File: config.mk
export PLATFORM = sky130hd
export DESIGN_NAME = vcc_back
export DESIGN_NICKNAME = d
export VERILOG_FILES = /design/src/hw/rtl/visibility_cost_cell_macros.svh /design/src/hw/rtl/vcc_pkg.sv /design/src/hw/rtl/vcc_back.sv
export SDC_FILE = /design/constraint.sdc
export NUM_CORES = 2
export LEC_CHECK = 0
export ABC_CLOCK_PERIOD_IN_PS = 10900
export BUFFER_PORTS_ARGS = -buffer_cell sky130_fd_sc_hd__buf_2
export CAP_MARGIN = 30
export CORE_MARGIN = 1
export CORE_UTILIZATION = 56
export CTS_CLUSTER_DIAMETER = 80
export DETAILED_ROUTE_END_ITERATION = 7
export PLACE_DENSITY = 0.75
export SLEW_MARGIN = 20
export SYNTH_ARGS = -nofsm -noshare
export SYNTH_HDL_FRONTEND = slang
export SYNTH_SLANG_ARGS = --single-unit
File: constraint.sdc
create_clock -name clk_i -period 10.9 [get_ports clk_i]
set_input_delay 1.09 -clock clk_i [delete_from_list [all_inputs] [get_ports clk_i]]
set_output_delay 1.09 -clock clk_i [all_outputs]
set_load 0.02 [all_outputs]
File: src/hw/rtl/visibility_cost_cell_macros.svh
// Assertion helpers shared by the RTL.
`ifndef VISIBILITY_COST_CELL_MACROS_SVH
`define VISIBILITY_COST_CELL_MACROS_SVH

// Property checked at every rising clock edge outside reset.
`define VCC_ASSERT(lbl, prop, msg) \
  lbl: assert property (@(posedge clk_i) disable iff (!rst_ni) (prop)) else $error(msg);

// Condition that must never be seen outside reset.
`define VCC_NEVER(lbl, cond, msg) \
  lbl: assert property (@(posedge clk_i) disable iff (!rst_ni) !(cond)) else $error(msg);

`endif

File: src/hw/rtl/vcc_pkg.sv
`default_nettype none
package vcc_pkg;

  localparam int unsigned MaxRadius    = 127;
  localparam int unsigned CordicStages = 16;
  localparam int unsigned IdxW         = 5;

  localparam logic [15:0] RadiusReset = 16'd1280;
  localparam logic [15:0] StepReset   = 16'd13107;

  localparam logic REG_RADIUS = 1'b0;
  localparam logic REG_STEP   = 1'b1;

  localparam logic signed [33:0] InvGain = 34'sd652032874;
  localparam logic signed [25:0] HalfPi  = 26'sd8388608;
  localparam logic signed [25:0] Pi      = 26'sd16777216;

  // atan(2^-i) with pi = 2^24
  function automatic logic signed [25:0] atan_val(input logic [IdxW-1:0] i);
    logic signed [25:0] r;
    case (i)
      5'd0:  r = 26'sd4194304;
      5'd1:  r = 26'sd2476042;
      5'd2:  r = 26'sd1308273;
      5'd3:  r = 26'sd664100;
      5'd4:  r = 26'sd333339;
      5'd5:  r = 26'sd166832;
      5'd6:  r = 26'sd83436;
      5'd7:  r = 26'sd41721;
      5'd8:  r = 26'sd20861;
      5'd9:  r = 26'sd10430;
      5'd10: r = 26'sd5215;
      5'd11: r = 26'sd2608;
      5'd12: r = 26'sd1304;
      5'd13: r = 26'sd652;
      5'd14: r = 26'sd326;
      5'd15: r = 26'sd163;
      5'd16: r = 26'sd81;
      5'd17: r = 26'sd41;
      5'd18: r = 26'sd20;
      5'd19: r = 26'sd10;
      5'd20: r = 26'sd5;
      5'd21: r = 26'sd3;
      5'd22: r = 26'sd1;
      5'd23: r = 26'sd1;
      default: r = 26'sd0;
    endcase
    return r;
  endfunction

  // One slot of the CORDIC chain: angle vectoring plus two cosine rotations.
  typedef struct packed {
    logic                vld;
    logic                region;
    logic                centre;
    logic                neg_x;
    logic                neg_y;
    logic                zero_x;
    logic                zero_y;
    logic signed [33:0]  vx;
    logic signed [33:0]  vy;
    logic signed [25:0]  vz;
    logic signed [33:0]  cxx;
    logic signed [33:0]  cxy;
    logic signed [25:0]  cxz;
    logic signed [33:0]  cyx;
    logic signed [33:0]  cyy;
    logic signed [25:0]  cyz;
  } vcc_slot_t;

endpackage
`default_nettype wire

File: src/hw/rtl/vcc_back.sv
`default_nettype none
module vcc_back
  import vcc_pkg::*;
(
  input  wire logic       clk_i,
  input  wire logic       rst_ni,
  input  wire logic       en_i,
  input  vcc_slot_t       slot_i,
  output logic            vld_o,
  output logic [7:0]      cost_o,
  output logic            region_o
);

  // cos+1 in Q16, up to 2.0 (bit 17 set)
  function automatic logic [17:0] cos_q16(input logic zero, input logic neg,
                                          input logic signed [33:0] x);
    logic signed [33:0] c;
    c = 34'sd1073741824 + (neg ? -x : x);
    if (zero) c = 34'sd2147483648;
    if (c < 34'sd0) c = 34'sd0;
    if (c > 34'sd2147483648) c = 34'sd2147483648;
    return c[31:14];
  endfunction

  logic               p_vld_q, p_reg_q, m_vld_q, m_reg_q, o_vld_q, o_reg_q;
  logic [24:0]        ang_d, ang_q;
  logic [26:0]        p24_d, p24_q;
  logic [50:0]        m_q;
  logic [17:0]        fx, fy;
  logic [35:0]        pp;
  logic signed [25:0] z;
  logic [58:0]        w;
  logic [7:0]         cost_d, cost_q;

  always_comb begin
    fx    = cos_q16(slot_i.zero_x, slot_i.neg_x, slot_i.cxx);
    fy    = cos_q16(slot_i.zero_y, slot_i.neg_y, slot_i.cyx);
    pp    = fx * fy;
    p24_d = pp[34:8];
    z     = slot_i.vz + HalfPi;
    if (z < HalfPi || slot_i.centre) z = HalfPi;
    if (z > Pi) z = Pi;
    ang_d = z[24:0];
    w     = ({8'd0, m_q} << 8) - {8'd0, m_q} + (59'd1 << 49);
    cost_d = (w[58:50] > 9'd255) ? 8'd255 : w[57:50];
    if (!m_reg_q) cost_d = 8'd0;
  end

  always_ff @(posedge clk_i or negedge rst_ni) begin
    if (!rst_ni) begin
      p_vld_q <= 1'b0;
      p_reg_q <= 1'b0;
      m_vld_q <= 1'b0;
      m_reg_q <= 1'b0;
      o_vld_q <= 1'b0;
      o_reg_q <= 1'b0;
      ang_q   <= '0;
      p24_q   <= '0;
      m_q     <= '0;
      cost_q  <= '0;
    end else if (en_i) begin
      p_vld_q <= slot_i.vld;
      p_reg_q <= slot_i.region;
      ang_q   <= ang_d;
      p24_q   <= p24_d;
      m_vld_q <= p_vld_q;
      m_reg_q <= p_reg_q;
      m_q     <= ang_q * p24_q;
      o_vld_q <= m_vld_q;
      o_reg_q <= m_reg_q;
      cost_q  <= cost_d;
    end
  end

  assign vld_o    = o_vld_q;
  assign cost_o   = cost_q;
  assign region_o = o_reg_q;

endmodule
`default_nettype wire

# ---- Yosys cells after proc, flatten, opt, wreduce, memory -nomap -nowiden
# Cells that the tools add are included.
dict set report classes {
  mux 12
  magnitude_cmp 7
  mul 2
  add_sub_neg 7
  reduce_logical 1
}
# cell n
set ops {}
lappend ops {{$mux 34} 6}
lappend ops {{$add 32x34->34 const A} 2}
lappend ops {{$gt 34x33->1 const B} 2}
lappend ops {{$lt 34x1->1 const B} 2}
lappend ops {{$neg 34->34} 2}
lappend ops {{$mux 32} 2}
lappend ops {{$add 59x50->59 const B} 1}
lappend ops {{$sub 59x51->59} 1}
lappend ops {{$mul 25x27->51} 1}
lappend ops {{$mul 18x18->35} 1}
lappend ops {{$add 26x25->26 const B} 1}
lappend ops {{$gt 26x26->1 const B} 1}
lappend ops {{$lt 26x25->1 const B} 1}
lappend ops {{$mux 26} 1}
lappend ops {{$mux 25} 1}
lappend ops {{$mux 8} 2}
lappend ops {{$gt 9x8->1 const B} 1}
lappend ops {{$logic_or 1x1->1} 1}
dict set report totals {
  elab_cells 39
  register_bits 117
}

# ---- Depth between registers and ports, before layout
dict set report logic_depth {
  ltp_word 9
  mapped_depth 40
  mapped_depth_nobuf 38
}

# ---- Worst setup path before layout
# OpenSTA, ideal clock, no wires.
dict set report synth_timing {
  path_kind {in2reg}
  from {input port slot_i[183] (netlist name)}
  to {register p24_q[26]}
  cell_stages 31
  n_path_buf 2
  slack_ns 0.708
  setup_ns 0.125
  arrival_ns 10.067
  path_cell_list {or4_4 -> or3_1 -> or4_4 -> and3_4 -> or3_4 -> xnor2_1 -> nor2_1 -> nand2_4 -> buf_2 -> nor2_1 -> buf_2 -> nand2_1 -> fa_1 -> fa_1 -> inv_1 -> fa_1 -> fa_1 -> fa_1 -> inv_1 -> fa_1 -> inv_1 -> ha_1 -> or4_1 -> a211o_1 -> o211ai_1 -> a31oi_1 -> a31o_2 -> and4_1 -> a2111oi_0 -> xnor3_1 -> mux2_2}
}
dict set report synth_between {
  elab_chain_len 9
}
# item line
set synth_rtl {}
lappend synth_rtl {{start, declared} vcc_back.sv:8} ;# input vcc_slot_t slot_i,
lappend synth_rtl {{$neg 34->34} vcc_back.sv:18} ;# c = 34'sd1073741824 + (neg ? -x : x);
lappend synth_rtl {{$mux 34 (*)} vcc_back.sv:18}
lappend synth_rtl {{$add 32x34->34 (*)} vcc_back.sv:18}
lappend synth_rtl {{$mux 34 (*)} vcc_back.sv:19} ;# if (zero) c = 34'sd2147483648;
lappend synth_rtl {{$lt 34x1->1} vcc_back.sv:20} ;# if (c < 34'sd0) c = 34'sd0;
lappend synth_rtl {{$mux 34 (*)} vcc_back.sv:20}
lappend synth_rtl {{$gt 34x33->1} vcc_back.sv:21} ;# if (c > 34'sd2147483648) c = 34'sd2147483648;
lappend synth_rtl {{$mux 32 (*)} vcc_back.sv:21}
lappend synth_rtl {{$mul 18x18->35 (*)} vcc_back.sv:38} ;# pp = fx * fy;
lappend synth_rtl {{end signal, assigned} vcc_back.sv:65} ;# p24_q <= p24_d;
lappend synth_rtl {{end, declared} vcc_back.sv:27} ;# logic [26:0] p24_d, p24_q;
# Every way passes the cells marked *; elsewhere a longest branch is shown, timed or not.
# A chain may end at the register's enable or synchronous reset.

# ---- Final worst setup path
dict set report layout_timing {
  from {input port slot_i[60] (netlist name)}
  to {register p24_q[26]}
}
# Same word-level chain as after synthesis.

==> out/metrics.cfg <==
[place]
dp_cells=5560
place_hpwl_mm=84.5
place_congestion=0.991
io_buffers=113

[grt]
antenna_found_initial=2
grt_max_degree=63
grt_overflow=0
grtUsageTotal_pct=29.2
grt_pass1_vias=33616
grt_pass1_wl_mm=172

[timing]
setup_tns_ns=0
period_needed_ns=10.32
slew_headroom_pct=45.6
slew_violations=0
rsz0062_at_grt=no
fin_crit_sh_pct=94.7
fmax_mhz=96.9
setup_violations=0
hold_viol=0
tightest_slew_ns=0.816
finClkSkew_ns=0.0127

[setup_path]
start_kind=input port
cpMostUsedCell=fa_1
critPathArrivalTime_ns=10.64
end_kind=flip-flop
crit_path_max_fanout=13
cp_slowest_cell=fa_1
worstPathRequired_ns=11.22
critPathKind=in -> reg
max_stage_delay_ns=0.58

[synthesis]
yosys.area.top_type=fa_1
synth_area_leaders=fa_1 41%, ha_1 12%, inv_1 8.7%
ys_async_sr_fraction_pct=100
ys_warn_count=0
synth_top_area_share_pct=40.8
yosysSeqAreaShare_pct=7.24
synthFlopType=dfrtp_1
netlist_area_um2=40500
ys_types=86
syn-num-nets=6071
avgSynthCellArea_um2=8.85
synth-edff-count=0
netlist_instances=4573
ys_seq_elements=117

[final_layout]
synthToLayoutAreaGrowth_pct=6.59
fillers=6095
final_cells=5597
drive_gt1_share_pct=8.42
fin_nets=6131

[clock_tree]
cts.path.max_buffers=2
path_clk_slew_ns=0.06
cts_tree=yes
cts_buffers=17
cts_max_level=4
cts_root_buffer=clkbuf_16
insertion_delay_ns=0.44
cts_sinks=117
post_cts_buffers=0

[power_and_ir_drop]
ir_drop_mv=0.105
combPwrFrac_pct=54.2
clockPowerShare_pct=22.7
intPower_mw=1.27
share_seq_of_total_power_pct=23.1
switching_share_pct=46.3
power_per_cell_area_nw_per_um2=54.9
p_sw_mw=1.10
leakagePower_nw=21.7

[floorplan]
die_area_um2=73300
fp.dieH_um=271
core_area_um2=71500
initial_core_util_pct=56.6
rows=98
pin_count=302
die_x_um=271

[route]
wl_per_cell_um=18.4
vias_per_cell=5.65
postRouteAntennaNets=0
totalWireLength_mm=103
drt_first_pass_iters=5
vias=31637
drt_iter0_drc=2064
drc=0

[outcome]
outcome=finished clean

[min_path]
hold_class=reg -> reg

[job]
drv_cap=0

-- layout by cell type (no fill, tap or decap), drive strengths merged, types with 7 or more instances in the layout --
cell and n:
o21bai 17, nor2b 21, clkbuf 18, nand3 29, nand2 652, o31ai 25, o31a 7, a21o 64
nor4 22, nor3 60, mux2 37, o21ai 79, xor2 51, a211oi 12, inv 950, o211ai 11
and3 17, ha 382, o2111ai 9, or2 26, fa 824, or3 21, buf 269, nand2b 30
xnor2 75, a22o 23, and4 9, nand4 25, o2bb2ai 9, or4 14, a21oi 105, dfrtp 117
and2 270, a2111oi 10, nor2 221, o21a 17, a31oi 7, mux2i 18, o41ai 7
-- cells by family (layout without fill, tap and decap cells) --
group	after synthesis	after routing	share of synthesized area, %
AND/OR/NAND/NOR	1442	1442	17.2
adder cells (fa/ha/maj)	1206	1206	52.6
buffers and inverters	1171	1244	11.1
AO/OA/AOI/OAI	455	455	7.68
XOR/XNOR	127	127	2.78
flip-flops	117	117	7.24
multiplexers	55	55	1.48
other	0	1	0
-- final cells by class --
type                       instances  area (µm²)  share of cell area, %
timing repair buffer             269        1850                   4.28
clock buffer                      18         439                   1.02
tap                              950        1190                   2.76
clock inverter                    14         116                  0.270
sequential                       117        2930                   6.79
multi-input combinational       3285       33100                   76.7
inverter                         943        3540                   8.21
antenna                            1        2.50                0.00580
-- state kept, by name, indices dropped and copies added, names as in the netlist --
| name | count |
|---|---|
| m_q | 51 |
| p24_q | 27 |
| ang_q | 25 |
| cost_o | 8 |
| m_reg_q | 1 |
| m_vld_q | 1 |
| p_reg_q | 1 |
| p_vld_q | 1 |
| region_o | 1 |
| vld_o | 1 |
-- worst paths after layout --
path	start	to	slack, ns	cells after the start
worst min register to register	p24_q[6]$_DFFE_PN0P_	p24_q[6]$_DFFE_PN0P_	0.48	2
max in group asynchronous	rst_ni	m_q[18]$_DFFE_PN0P_	8.87	2
worst max-delay path	slot_i[60]	p24_q[26]$_DFFE_PN0P_	0.58	36
worst min-delay path	p24_q[6]$_DFFE_PN0P_	p24_q[6]$_DFFE_PN0P_	0.48	2
min in group asynchronous	rst_ni	ang_q[5]$_DFFE_PN0P_	0.76	1
worst max register to register	p24_q[13]$_DFFE_PN0P_	m_q[50]$_DFFE_PN0P_	2.66	23
-- timing repair --
action	4_1_cts	5_1_grt
hold buffers	0	0
gates resized for setup	0	1
setup endpoints to repair	0	1
-- critical path, delay by kind of cell --
| kind | cells | cell delay (ns) |
|---|---|---|
| AOI/OAI and AO/OA | 8 | 1.98 |
| xor gates and xnor gates | 2 | 0.39 |
| adders and majority gates | 8 | 3.46 |
| buffers and inverters | 9 | 1.16 |
| muxes | 1 | 0.27 |
| and+or+nand+nor | 8 | 2.29 |
-- cell usage after synthesis, drive strengths merged (9+ instances only) --
library cell and number:
a211oi 12, o211ai 11, and4 9, clkbuf 182, ha 382, inv 943, and2 270, nand2 652
nand2b 30, nor2 221, or4 14, fa 824, or2 26, o21ai 79, a21oi 105, nor2b 21
a21o 64, nor3 60, buf 46, or3 21, xor2 51, a2111oi 10, o21bai 17, o21a 17
nand4 25, mux2 37, a22o 23, and3 17, o2bb2ai 9, nor4 22, o2111ai 9, dfrtp 117
nand3 29, xnor2 75, o31ai 25, mux2i 18
-- layer usage --
| metal | vias up | global-route usage (%) | part of all wire (%) |
|---|---|---|---|
| li1 | 14210 | - | - |
| met1 | 15915 | 37.9 | 41 |
| met2 | 1252 | 50.2 | 49 |
| met3 | 260 | 4.14 | 6.9 |
| met4 | 0 | 9.80 | 3.7 |
| met5 | - | 0 | 0 |
-- power by group through the flow --
stage / logic [mW] / clock network [mW] / registers, mW
floorplan: 0.836 / 0 / 0.551
global placement: 1.23 / 0 / 0.559
detailed placement: 1.27 / 0 / 0.556
CTS: 1.28 / 0.540 / 0.549
global route: 1.43 / 0.556 / 0.554
finish: 1.28 / 0.537 / 0.547
-- stage by stage --
| stage | instance area [µm²] | util [%] | setup WS (ns) | power [mW] | hold WS, ns |
|---|---|---|---|---|---|
| after floorplan | 40500 | - | 0.708 | 1.39 | 0.475 |
| after global placement | 42400 | 59.3 | 0.226 | 1.79 | 0.461 |
| after detailed placement | 42500 | 59.5 | 0.135 | 1.82 | 0.468 |
| after CTS | 43100 | 60.3 | 0.595 | 2.37 | 0.482 |
| after global routing | 43100 | 60.3 | 0.0933 | 2.54 | 0.503 |
| final | 43100 | 60.3 | 0.580 | 2.37 | 0.479 |
(Power assumes the default switching activity.)
