$ cat src/hw/rtl/visibility_cost_cell_macros.svh
// Assertion helpers shared by the RTL.
`ifndef VISIBILITY_COST_CELL_MACROS_SVH
`define VISIBILITY_COST_CELL_MACROS_SVH

// Property checked at every rising clock edge outside reset.
`define VCC_ASSERT(lbl, prop, msg) \
  lbl: assert property (@(posedge clk_i) disable iff (!rst_ni) (prop)) else $error(msg);

// Condition that must never be seen outside reset.
`define VCC_NEVER(lbl, cond, msg) \
  lbl: assert property (@(posedge clk_i) disable iff (!rst_ni) !(cond)) else $error(msg);

`endif

$ cat src/hw/rtl/vcc_pkg.sv
`default_nettype none
package vcc_pkg;

  localparam int unsigned MaxRadius    = 127;
  localparam int unsigned CordicStages = 16;
  localparam int unsigned IdxW         = 5;

  localparam logic [15:0] RadiusReset = 16'd1280;
  localparam logic [15:0] StepReset   = 16'd13107;

  localparam logic REG_RADIUS = 1'b0;
  localparam logic REG_STEP   = 1'b1;

  localparam logic signed [33:0] InvGain = 34'sd652032874;
  localparam logic signed [25:0] HalfPi  = 26'sd8388608;
  localparam logic signed [25:0] Pi      = 26'sd16777216;

  // atan(2^-i) with pi = 2^24
  function automatic logic signed [25:0] atan_val(input logic [IdxW-1:0] i);
    logic signed [25:0] r;
    case (i)
      5'd0:  r = 26'sd4194304;
      5'd1:  r = 26'sd2476042;
      5'd2:  r = 26'sd1308273;
      5'd3:  r = 26'sd664100;
      5'd4:  r = 26'sd333339;
      5'd5:  r = 26'sd166832;
      5'd6:  r = 26'sd83436;
      5'd7:  r = 26'sd41721;
      5'd8:  r = 26'sd20861;
      5'd9:  r = 26'sd10430;
      5'd10: r = 26'sd5215;
      5'd11: r = 26'sd2608;
      5'd12: r = 26'sd1304;
      5'd13: r = 26'sd652;
      5'd14: r = 26'sd326;
      5'd15: r = 26'sd163;
      5'd16: r = 26'sd81;
      5'd17: r = 26'sd41;
      5'd18: r = 26'sd20;
      5'd19: r = 26'sd10;
      5'd20: r = 26'sd5;
      5'd21: r = 26'sd3;
      5'd22: r = 26'sd1;
      5'd23: r = 26'sd1;
      default: r = 26'sd0;
    endcase
    return r;
  endfunction

  // One slot of the CORDIC chain: angle vectoring plus two cosine rotations.
  typedef struct packed {
    logic                vld;
    logic                region;
    logic                centre;
    logic                neg_x;
    logic                neg_y;
    logic                zero_x;
    logic                zero_y;
    logic signed [33:0]  vx;
    logic signed [33:0]  vy;
    logic signed [25:0]  vz;
    logic signed [33:0]  cxx;
    logic signed [33:0]  cxy;
    logic signed [25:0]  cxz;
    logic signed [33:0]  cyx;
    logic signed [33:0]  cyy;
    logic signed [25:0]  cyz;
  } vcc_slot_t;

endpackage
`default_nettype wire

$ cat src/hw/rtl/vcc_front.sv
`default_nettype none
module vcc_front
  import vcc_pkg::*;
(
  input  wire logic               clk_i,
  input  wire logic               rst_ni,
  input  wire logic               en_i,
  input  wire logic               vld_i,
  input  wire logic signed [7:0]  cell_x_i,
  input  wire logic signed [7:0]  cell_y_i,
  input  wire logic signed [15:0] gaze_x_i,
  input  wire logic signed [15:0] gaze_y_i,
  input  wire logic [15:0]        radius_i,
  input  wire logic [15:0]        step_i,
  output vcc_slot_t               slot_o
);

  typedef struct packed {
    logic               vld;
    logic               centre;
    logic               gz;
    logic               over;
    logic [31:0]        d2;
    logic [31:0]        rr;
    logic signed [23:0] gxcx;
    logic signed [23:0] gycy;
    logic signed [23:0] gxcy;
    logic signed [23:0] gycx;
    logic [23:0]        sx;
    logic [23:0]        sy;
  } prod_t;

  prod_t     a_d, a_q;
  vcc_slot_t b_d, b_q;

  logic [7:0] ax, ay;

  // stage A: products
  always_comb begin
    ax = cell_x_i[7] ? 8'(-cell_x_i) : 8'(cell_x_i);
    ay = cell_y_i[7] ? 8'(-cell_y_i) : 8'(cell_y_i);
    a_d.vld    = vld_i;
    a_d.centre = (cell_x_i == 8'sd0) && (cell_y_i == 8'sd0);
    a_d.gz     = (gaze_x_i != 16'sd0) || (gaze_y_i != 16'sd0);
    a_d.over   = (ax > 8'(MaxRadius)) || (ay > 8'(MaxRadius));
    a_d.d2     = {16'(({8'd0, ax} * {8'd0, ax}) + ({8'd0, ay} * {8'd0, ay})), 16'd0};
    a_d.rr     = {16'd0, radius_i} * {16'd0, radius_i};
    a_d.gxcx   = 24'(gaze_x_i * cell_x_i);
    a_d.gycy   = 24'(gaze_y_i * cell_y_i);
    a_d.gxcy   = 24'(gaze_x_i * cell_y_i);
    a_d.gycx   = 24'(gaze_y_i * cell_x_i);
    a_d.sx     = {8'd0, step_i} * {16'd0, ax};
    a_d.sy     = {8'd0, step_i} * {16'd0, ay};
  end

  function automatic logic [25:0] fold(input logic [23:0] s);
    logic [24:0] p, p1;
    logic        neg;
    p   = {s[16:0], 8'd0};
    p1  = (p > 25'd16777216) ? 25'(26'd33554432 - {1'b0, p}) : p;
    neg = p1 > 25'd8388608;
    if (neg) p1 = 25'd16777216 - p1;
    return {(p == 25'd0), neg, p1[23:0]};
  endfunction

  logic signed [24:0] dot, cr;
  logic [24:0]        crm, ny, orv;
  logic [4:0]         blen;
  logic [4:0]         sh;
  logic [25:0]        fx, fy;
  logic               in_rad;

  // stage B: combine, normalize, fold phases
  always_comb begin
    dot  = 25'(a_q.gxcx) + 25'(a_q.gycy);
    cr   = 25'(a_q.gxcy) - 25'(a_q.gycx);
    crm  = cr[24] ? 25'(-cr) : 25'(cr);
    ny   = 25'(-dot);
    orv  = crm | ny;
    blen = 5'd0;
    for (int i = 0; i < 25; i++) begin
      if (orv[i]) blen = 5'(i + 1);
    end
    sh     = 5'(5'd30 - blen);
    in_rad = !a_q.over && (a_q.d2 <= a_q.rr);
    fx     = fold(a_q.sx);
    fy     = fold(a_q.sy);

    b_d.vld    = a_q.vld;
    b_d.region = in_rad && (a_q.centre || (a_q.gz && (dot <= 25'sd0)));
    b_d.centre = a_q.centre;
    b_d.vx     = $signed({9'd0, crm} << sh);
    b_d.vy     = $signed({9'd0, ny} << sh);
    b_d.vz     = 26'sd0;
    b_d.zero_x = fx[25];
    b_d.neg_x  = fx[24];
    b_d.cxx    = InvGain;
    b_d.cxy    = 34'sd0;
    b_d.cxz    = $signed({2'd0, fx[23:0]});
    b_d.zero_y = fy[25];
    b_d.neg_y  = fy[24];
    b_d.cyx    = InvGain;
    b_d.cyy    = 34'sd0;
    b_d.cyz    = $signed({2'd0, fy[23:0]});
  end

  always_ff @(posedge clk_i or negedge rst_ni) begin
    if (!rst_ni) begin
      a_q <= '0;
      b_q <= '0;
    end else if (en_i) begin
      a_q <= a_d;
      b_q <= b_d;
    end
  end

  assign slot_o = b_q;

endmodule
`default_nettype wire

$ cat config.mk
export PLATFORM = sky130hd
export DESIGN_NAME = vcc_front
export DESIGN_NICKNAME = d
export VERILOG_FILES = /design/src/hw/rtl/visibility_cost_cell_macros.svh /design/src/hw/rtl/vcc_pkg.sv /design/src/hw/rtl/vcc_front.sv
export SDC_FILE = /design/constraint.sdc
export NUM_CORES = 2
export LEC_CHECK = 0
export BUFFER_PORTS_ARGS = -buffer_cell sky130_fd_sc_hd__buf_2
export CAP_MARGIN = 20
export CORE_MARGIN = 2
export CORE_UTILIZATION = 58
export DETAILED_ROUTE_END_ITERATION = 10
export GPL_TIMING_DRIVEN = 0
export PLACE_DENSITY_LB_ADDON = 0.25
export SYNTH_ARGS = -nofsm -noshare
export SYNTH_HDL_FRONTEND = slang
export SYNTH_SLANG_ARGS = --single-unit
export TNS_END_PERCENT = 30
$ cat constraint.sdc
create_clock -name clk_i -period 6.96 [get_ports clk_i]
set_input_delay 1.392 -clock clk_i [delete_from_list [all_inputs] [get_ports clk_i]]
set_output_delay 1.392 -clock clk_i [all_outputs]
set_load 0.01 [all_outputs]
# Word level (Yosys, flattened, before mapping)
# Cells that the tools add are included.
[word_totals]
register_bits = 306
input_bits = 84
output_inout_bits = 289
wordCells = 102
[op_classes]
add_sub_neg = 12
mul = 9
magnitude_cmp = 8
shift = 2
n_mux = 32
bitwise_logic = 1
n_reduce_logical = 14
[op_table]
columns = ["op", "count"]
rows = [
  ["5-bit two-way mux", 24],
  ["16-bit by 8-bit multiplier with 24-bit output", 4],
  ["25-bit two-way mux", 3],
  ["25-bit by 5-bit left shift with 34-bit output", 2],
  ["25-bit by 24-bit greater-than comparator with 1-bit output, second input constant", 2],
  ["25-bit greater-than comparator, second input constant", 2],
  ["25-bit negator", 2],
  ["1-bit by 25-bit subtractor with 25-bit output, first input constant", 2],
  ["24-bit two-way mux", 2],
  ["1-bit by 24-bit subtractor with 24-bit output, first input constant", 2],
  ["17-bit zero test", 2],
  ["16-bit by 8-bit multiplier with 17-bit output", 2],
  ["32-bit <= comparator", 1],
  ["16-bit by 16-bit multiplier with 32-bit output", 1],
  ["8-bit by 8-bit multiplier with 16-bit output", 2],
  ["16-bit nonzero test", 2],
  ["24-bit by 24-bit adder with 25-bit output", 1],
  ["25-bit by 1-bit <= comparator with 1-bit output, second input constant", 1],
  ["25-bit OR", 1],
  ["24-bit by 24-bit subtractor with 25-bit output", 1],
  ["16-bit adder", 1],
  ["8-bit by 7-bit greater-than comparator with 1-bit output, second input constant", 2],
  ["8-bit zero test", 2],
  ["8-bit two-way mux", 2],
  ["6 further kinds", 12],
]

# Logic depth before layout (Yosys ltp)
[depth]
depth_word = 31
depth_mapped = 33
depth_no_buf = 29

# Least setup slack after synthesis
# Ideal clock, no wire load.
[synth_timing]
kind = "input -> register"
from = "input cell_x_i[0]"
to = "register a_q[207] in the netlist's numbering"
arrival_ns = 7.968
t_required_ns = 6.835
setup_slack_ns = -1.133
stages = 31
n_path_buf = 4
cell_sequence = "clkbuf_1 -> clkbuf_1 -> inv_1 -> ha_1 -> inv_1 -> o31ai_1 -> xor2_1 -> inv_1 -> clkbuf_1 -> clkbuf_1 -> nand2_1 -> fa_1 -> inv_1 -> fa_1 -> inv_1 -> fa_1 -> fa_1 -> fa_1 -> fa_1 -> inv_1 -> ha_1 -> a21o_1 -> a21oi_1 -> o21bai_1 -> a21oi_1 -> o21bai_1 -> a21oi_1 -> o21bai_1 -> a21oi_1 -> xnor2_1 -> mux2_2"
[synth_between]
elab_chain_len = 4
[synth_rtl]
columns = ["element", "line", "text"]
rows = [
  ["from (decl)", "vcc_front.sv:9", "input wire logic signed [7:0] cell_x_i,"],
  ["8-bit negator", "vcc_front.sv:40", "ax = cell_x_i[7] ? 8'(-cell_x_i) : 8'(cell_x_i);"],
  ["8-bit two-way mux *", "vcc_front.sv:40", ""],
  ["8-bit by 8-bit multiplier with 16-bit output *", "vcc_front.sv:46", "a_d.d2 = {16'(({8'd0, ax} * {8'd0, ax}) + ({8'd0, ay} * {8'd0, ay})), 16'd0};"],
  ["16-bit adder *", "vcc_front.sv:46", ""],
  ["to (signal assigned)", "vcc_front.sv:109", "a_q <= '0;"],
  ["to (signal assigned)", "vcc_front.sv:112", "a_q <= a_d;"],
  ["to (decl)", "vcc_front.sv:33", "prod_t a_d, a_q;"],
]
# Mark *: on every way between the ends. The rest lies on a longest branch, timed or not.
# A chain may end at the register's enable or synchronous reset.

# Final worst setup path
# Ends and elaborated chain as after synthesis.

==> key figures <==
Setup path
  • CP arrival: 7.86 ns
  • Slowest cell on crit path: fa_1
  • Worst-path fanout max: 5
  • CP endpoint kind: flop
  • CP most frequent cell: fa_1
  • Critical Path RT: 7.42 ns
  • Crit Path Category: in2reg
  • Setup slack, reg-to-reg: 0.04 ns
  • Worst setup SP type: input port
  • CP max stage delay: 0.53 ns

Global routing
  • Largest net degree at the start of global routing: 115
  • Total GRT Usage: 36.89%
  • Gr ovfl total: 0
  • Vias in the first global route: 47,650
  • First-pass GRT wire length: 278.5 mm
  • Initial antenna violation count: 4

Die
  • Die ar.: 98,700 um^2
  • Initial Util: 58.64%
  • Core box area: 95,150 um^2
  • Die Wd: 314.2 um
  • DIE HEIGHT: 314.2 um
  • I/O pin count: 373
  • Row cnt: 113

CTS
  • Root buf cell: clkbuf_16
  • Clk sinks: about 290
  • Clk slew on worst S/H paths: 0.06 ns
  • Num CTS Buffers: 34
  • H-tree levels: 2
  • CTS Buffer Depth: 3
  • Hold_buf cts: 0
  • TritonCTS clock tree: done
  • Worst-Skew Late Latency: 0.58 ns

STA
  • Setup violators final: 10
  • WHS: just under 0.5 ns
  • Final Max Slew Viols: 0
  • Fin crit share: 106.4%
  • RSZ-0062 raised after global routing: yes
  • Worst slew pin tran: 1.177 ns
  • PnR worst setup slack: -0.4461 ns
  • Highest clock rate: 135.0 MHz
  • Post-route minimum period: 7.406 ns
  • Final hold violations: 0
  • Clk_skew: 0.02166 ns
  • Max_slew headroom: 21.54%

Yosys
  • Synthesized area: 55,800 um^2
  • Count of different cell masters after synthesis: 107
  • Post-synth ARST share: 100.0%
  • Yosys Warn Count: 0
  • Dominant synthesized flop cell: dfrtp_1
  • Avg Synthesized Cell Area: between 8 and 9 um^2
  • Synth cell count leaders: inv_1 (1,107), fa_1 (785), nand2_1 (537)
  • Sequential share of the synthesized area: approximately 13%
  • Post-synth EDFFs: 0
  • Most numerous cell in the Yosys netlist: inv_1
  • Yosys top cell by area: fa_1
  • Post-synth top area share: 28.17%
  • Area contributors post-synth: fa_1 (28%), dfrtp_1 (13%), ha_1 (10%)
  • #FFs+latches synth: 289
  • Mapped Cells: 6,270

Cells and area
  • Final-stage net count: 8,122
  • Sequential cell area: 7232 um^2
  • Area Overhead vs Synth: 14.37%
  • Footprint of the multi-input gates: 44,200 um^2
  • Fillers: approximately 7,700
  • Layout cells sized above 1: 17.63%

Job
  • Max-cap viol count: 0

Route
  • Routed vias: 47,180
  • Via density per instance: 5.830
  • Initial DRC Count: between 4,000 and 5,000
  • Drt first pass iters: 6
  • Remaining DRCs: 0
  • WL per Instance: 22.50 um
  • DRT antenna net count: 0
  • Final WL: 182.1 mm

Run status
  • Violated checks: negative setup slack
  • Outcome: finished, violations left

Place
  • Routability-driven placement congestion ratio: 1.053
  • PortBufs: 213
  • HPWL after DPL: between 100 and 150 mm

Hold path
  • HP Class: reg2reg
[per-stage QoR]
step | instances | worst slack (ns) | setup TNS [ns] | area [um^2] | util, %
CTS | 8026 | -0.4550 | -2.208 | 62280 | 65.46
floorplan | 6426 | -0.4422 | -1.523 | 56690 | -
finish | 8093 | -0.4461 | -1.864 | 63810 | 67.06
global route | 8089 | -0.6373 | -8.629 | 63800 | 67.05
global placement | 7904 | -2.267 | -476.31 | 59340 | 62.36
detailed placement | 7915 | -2.215 | -208.59 | 59520 | 62.56
[logic make-up (layout without fill, tap and decap cells)]
group	after synthesis	after routing	share of synthesized area, %
and+or+nand+nor	1733	1733	16.02
buffers and inverters	1575	1973	11.92
adders and majority gates	1237	1237	38.30
AOI/OAI and AO/OA	918	918	11.01
xor gates and xnor gates	295	295	4.671
DFF	289	289	12.96
muxes	221	221	5.106
other	2	162	0.01346
[cells in the final DEF, fill, tap and decap left out, types with 56 or more instances in the layout]
master and instances:
a21o_1 60, a21oi_1 161, and2_1 469, buf_2 235
buf_4 310, clkbuf_1 122, conb_1 158, dfrtp_1 289
fa_1 780, ha_1 438, inv_1 1088, mux2_2 117
nand2_1 530, nand2b_1 74, nand3_1 56, nor2_1 218
nor3_1 65, o21ai_0 170, xnor2_1 188
[area by class of cell]
type                    instances  share of cell area [%]
inverters                    1109                   6.594
diodes                          4                 0.01569
clock buffers                  45                   1.525
well taps                    1265                   2.480
clock inverters                14                  0.4039
multi-input cells            4562                   69.26
flip-flops and latches        289                   11.33
repair buffers                349                   3.520
plain buffers                 456                   4.869
[critical path, delay by kind of cell]
kind	cells	cell delay, ns
AO/OA/AOI/OAI	10	1.64
XOR/XNOR	2	0.45
adder cells (fa/ha/maj)	8	3.33
buffers and inverters	9	0.66
multiplexers	1	0.29
AND/OR/NAND/NOR	1	0.08
[layer usage]
layer	part of all wire [%]	vias up	wire, um	GRT usage (%)
met4	5.5	6	10070	17.34
met1	40	23460	72130	48.95
met2	45	2318	82030	57.91
li1	-	20890	-	-
met5	0.023	-	42	0
met3	9.8	508	17800	7.931
[registers in the layout, indices dropped and copies added (netlist names)]
| signal | cells |
|---|---|
| a_q | 181 |
| slot_o | 108 |
[path summary, 6_finish.rpt]
kind                       depth (start not counted)     endpoint        start
max reg2reg                                       30  slot_o[271]      a_q[48]
min in group asynchronous                          1  slot_o[109]       rst_ni
max in group asynchronous                          3     a_q[136]       rst_ni
min reg2reg                                        1  slot_o[282]  slot_o[282]
min                                                1  slot_o[282]  slot_o[282]
max                                               31     a_q[207]  cell_x_i[0]
[what timing repair did]
item | 4_1_cts | 5_1_grt
gates cloned | 0 | 1
setup endpoints to repair | 132 | 115
pin swaps | 51 | 103
setup buffers | 56 | 70
gates resized for setup | 321 | 292
Power is left out: the tool's default activity adds up to more than one toggle a clock period on the data nets, which glitch-free logic cannot reach.
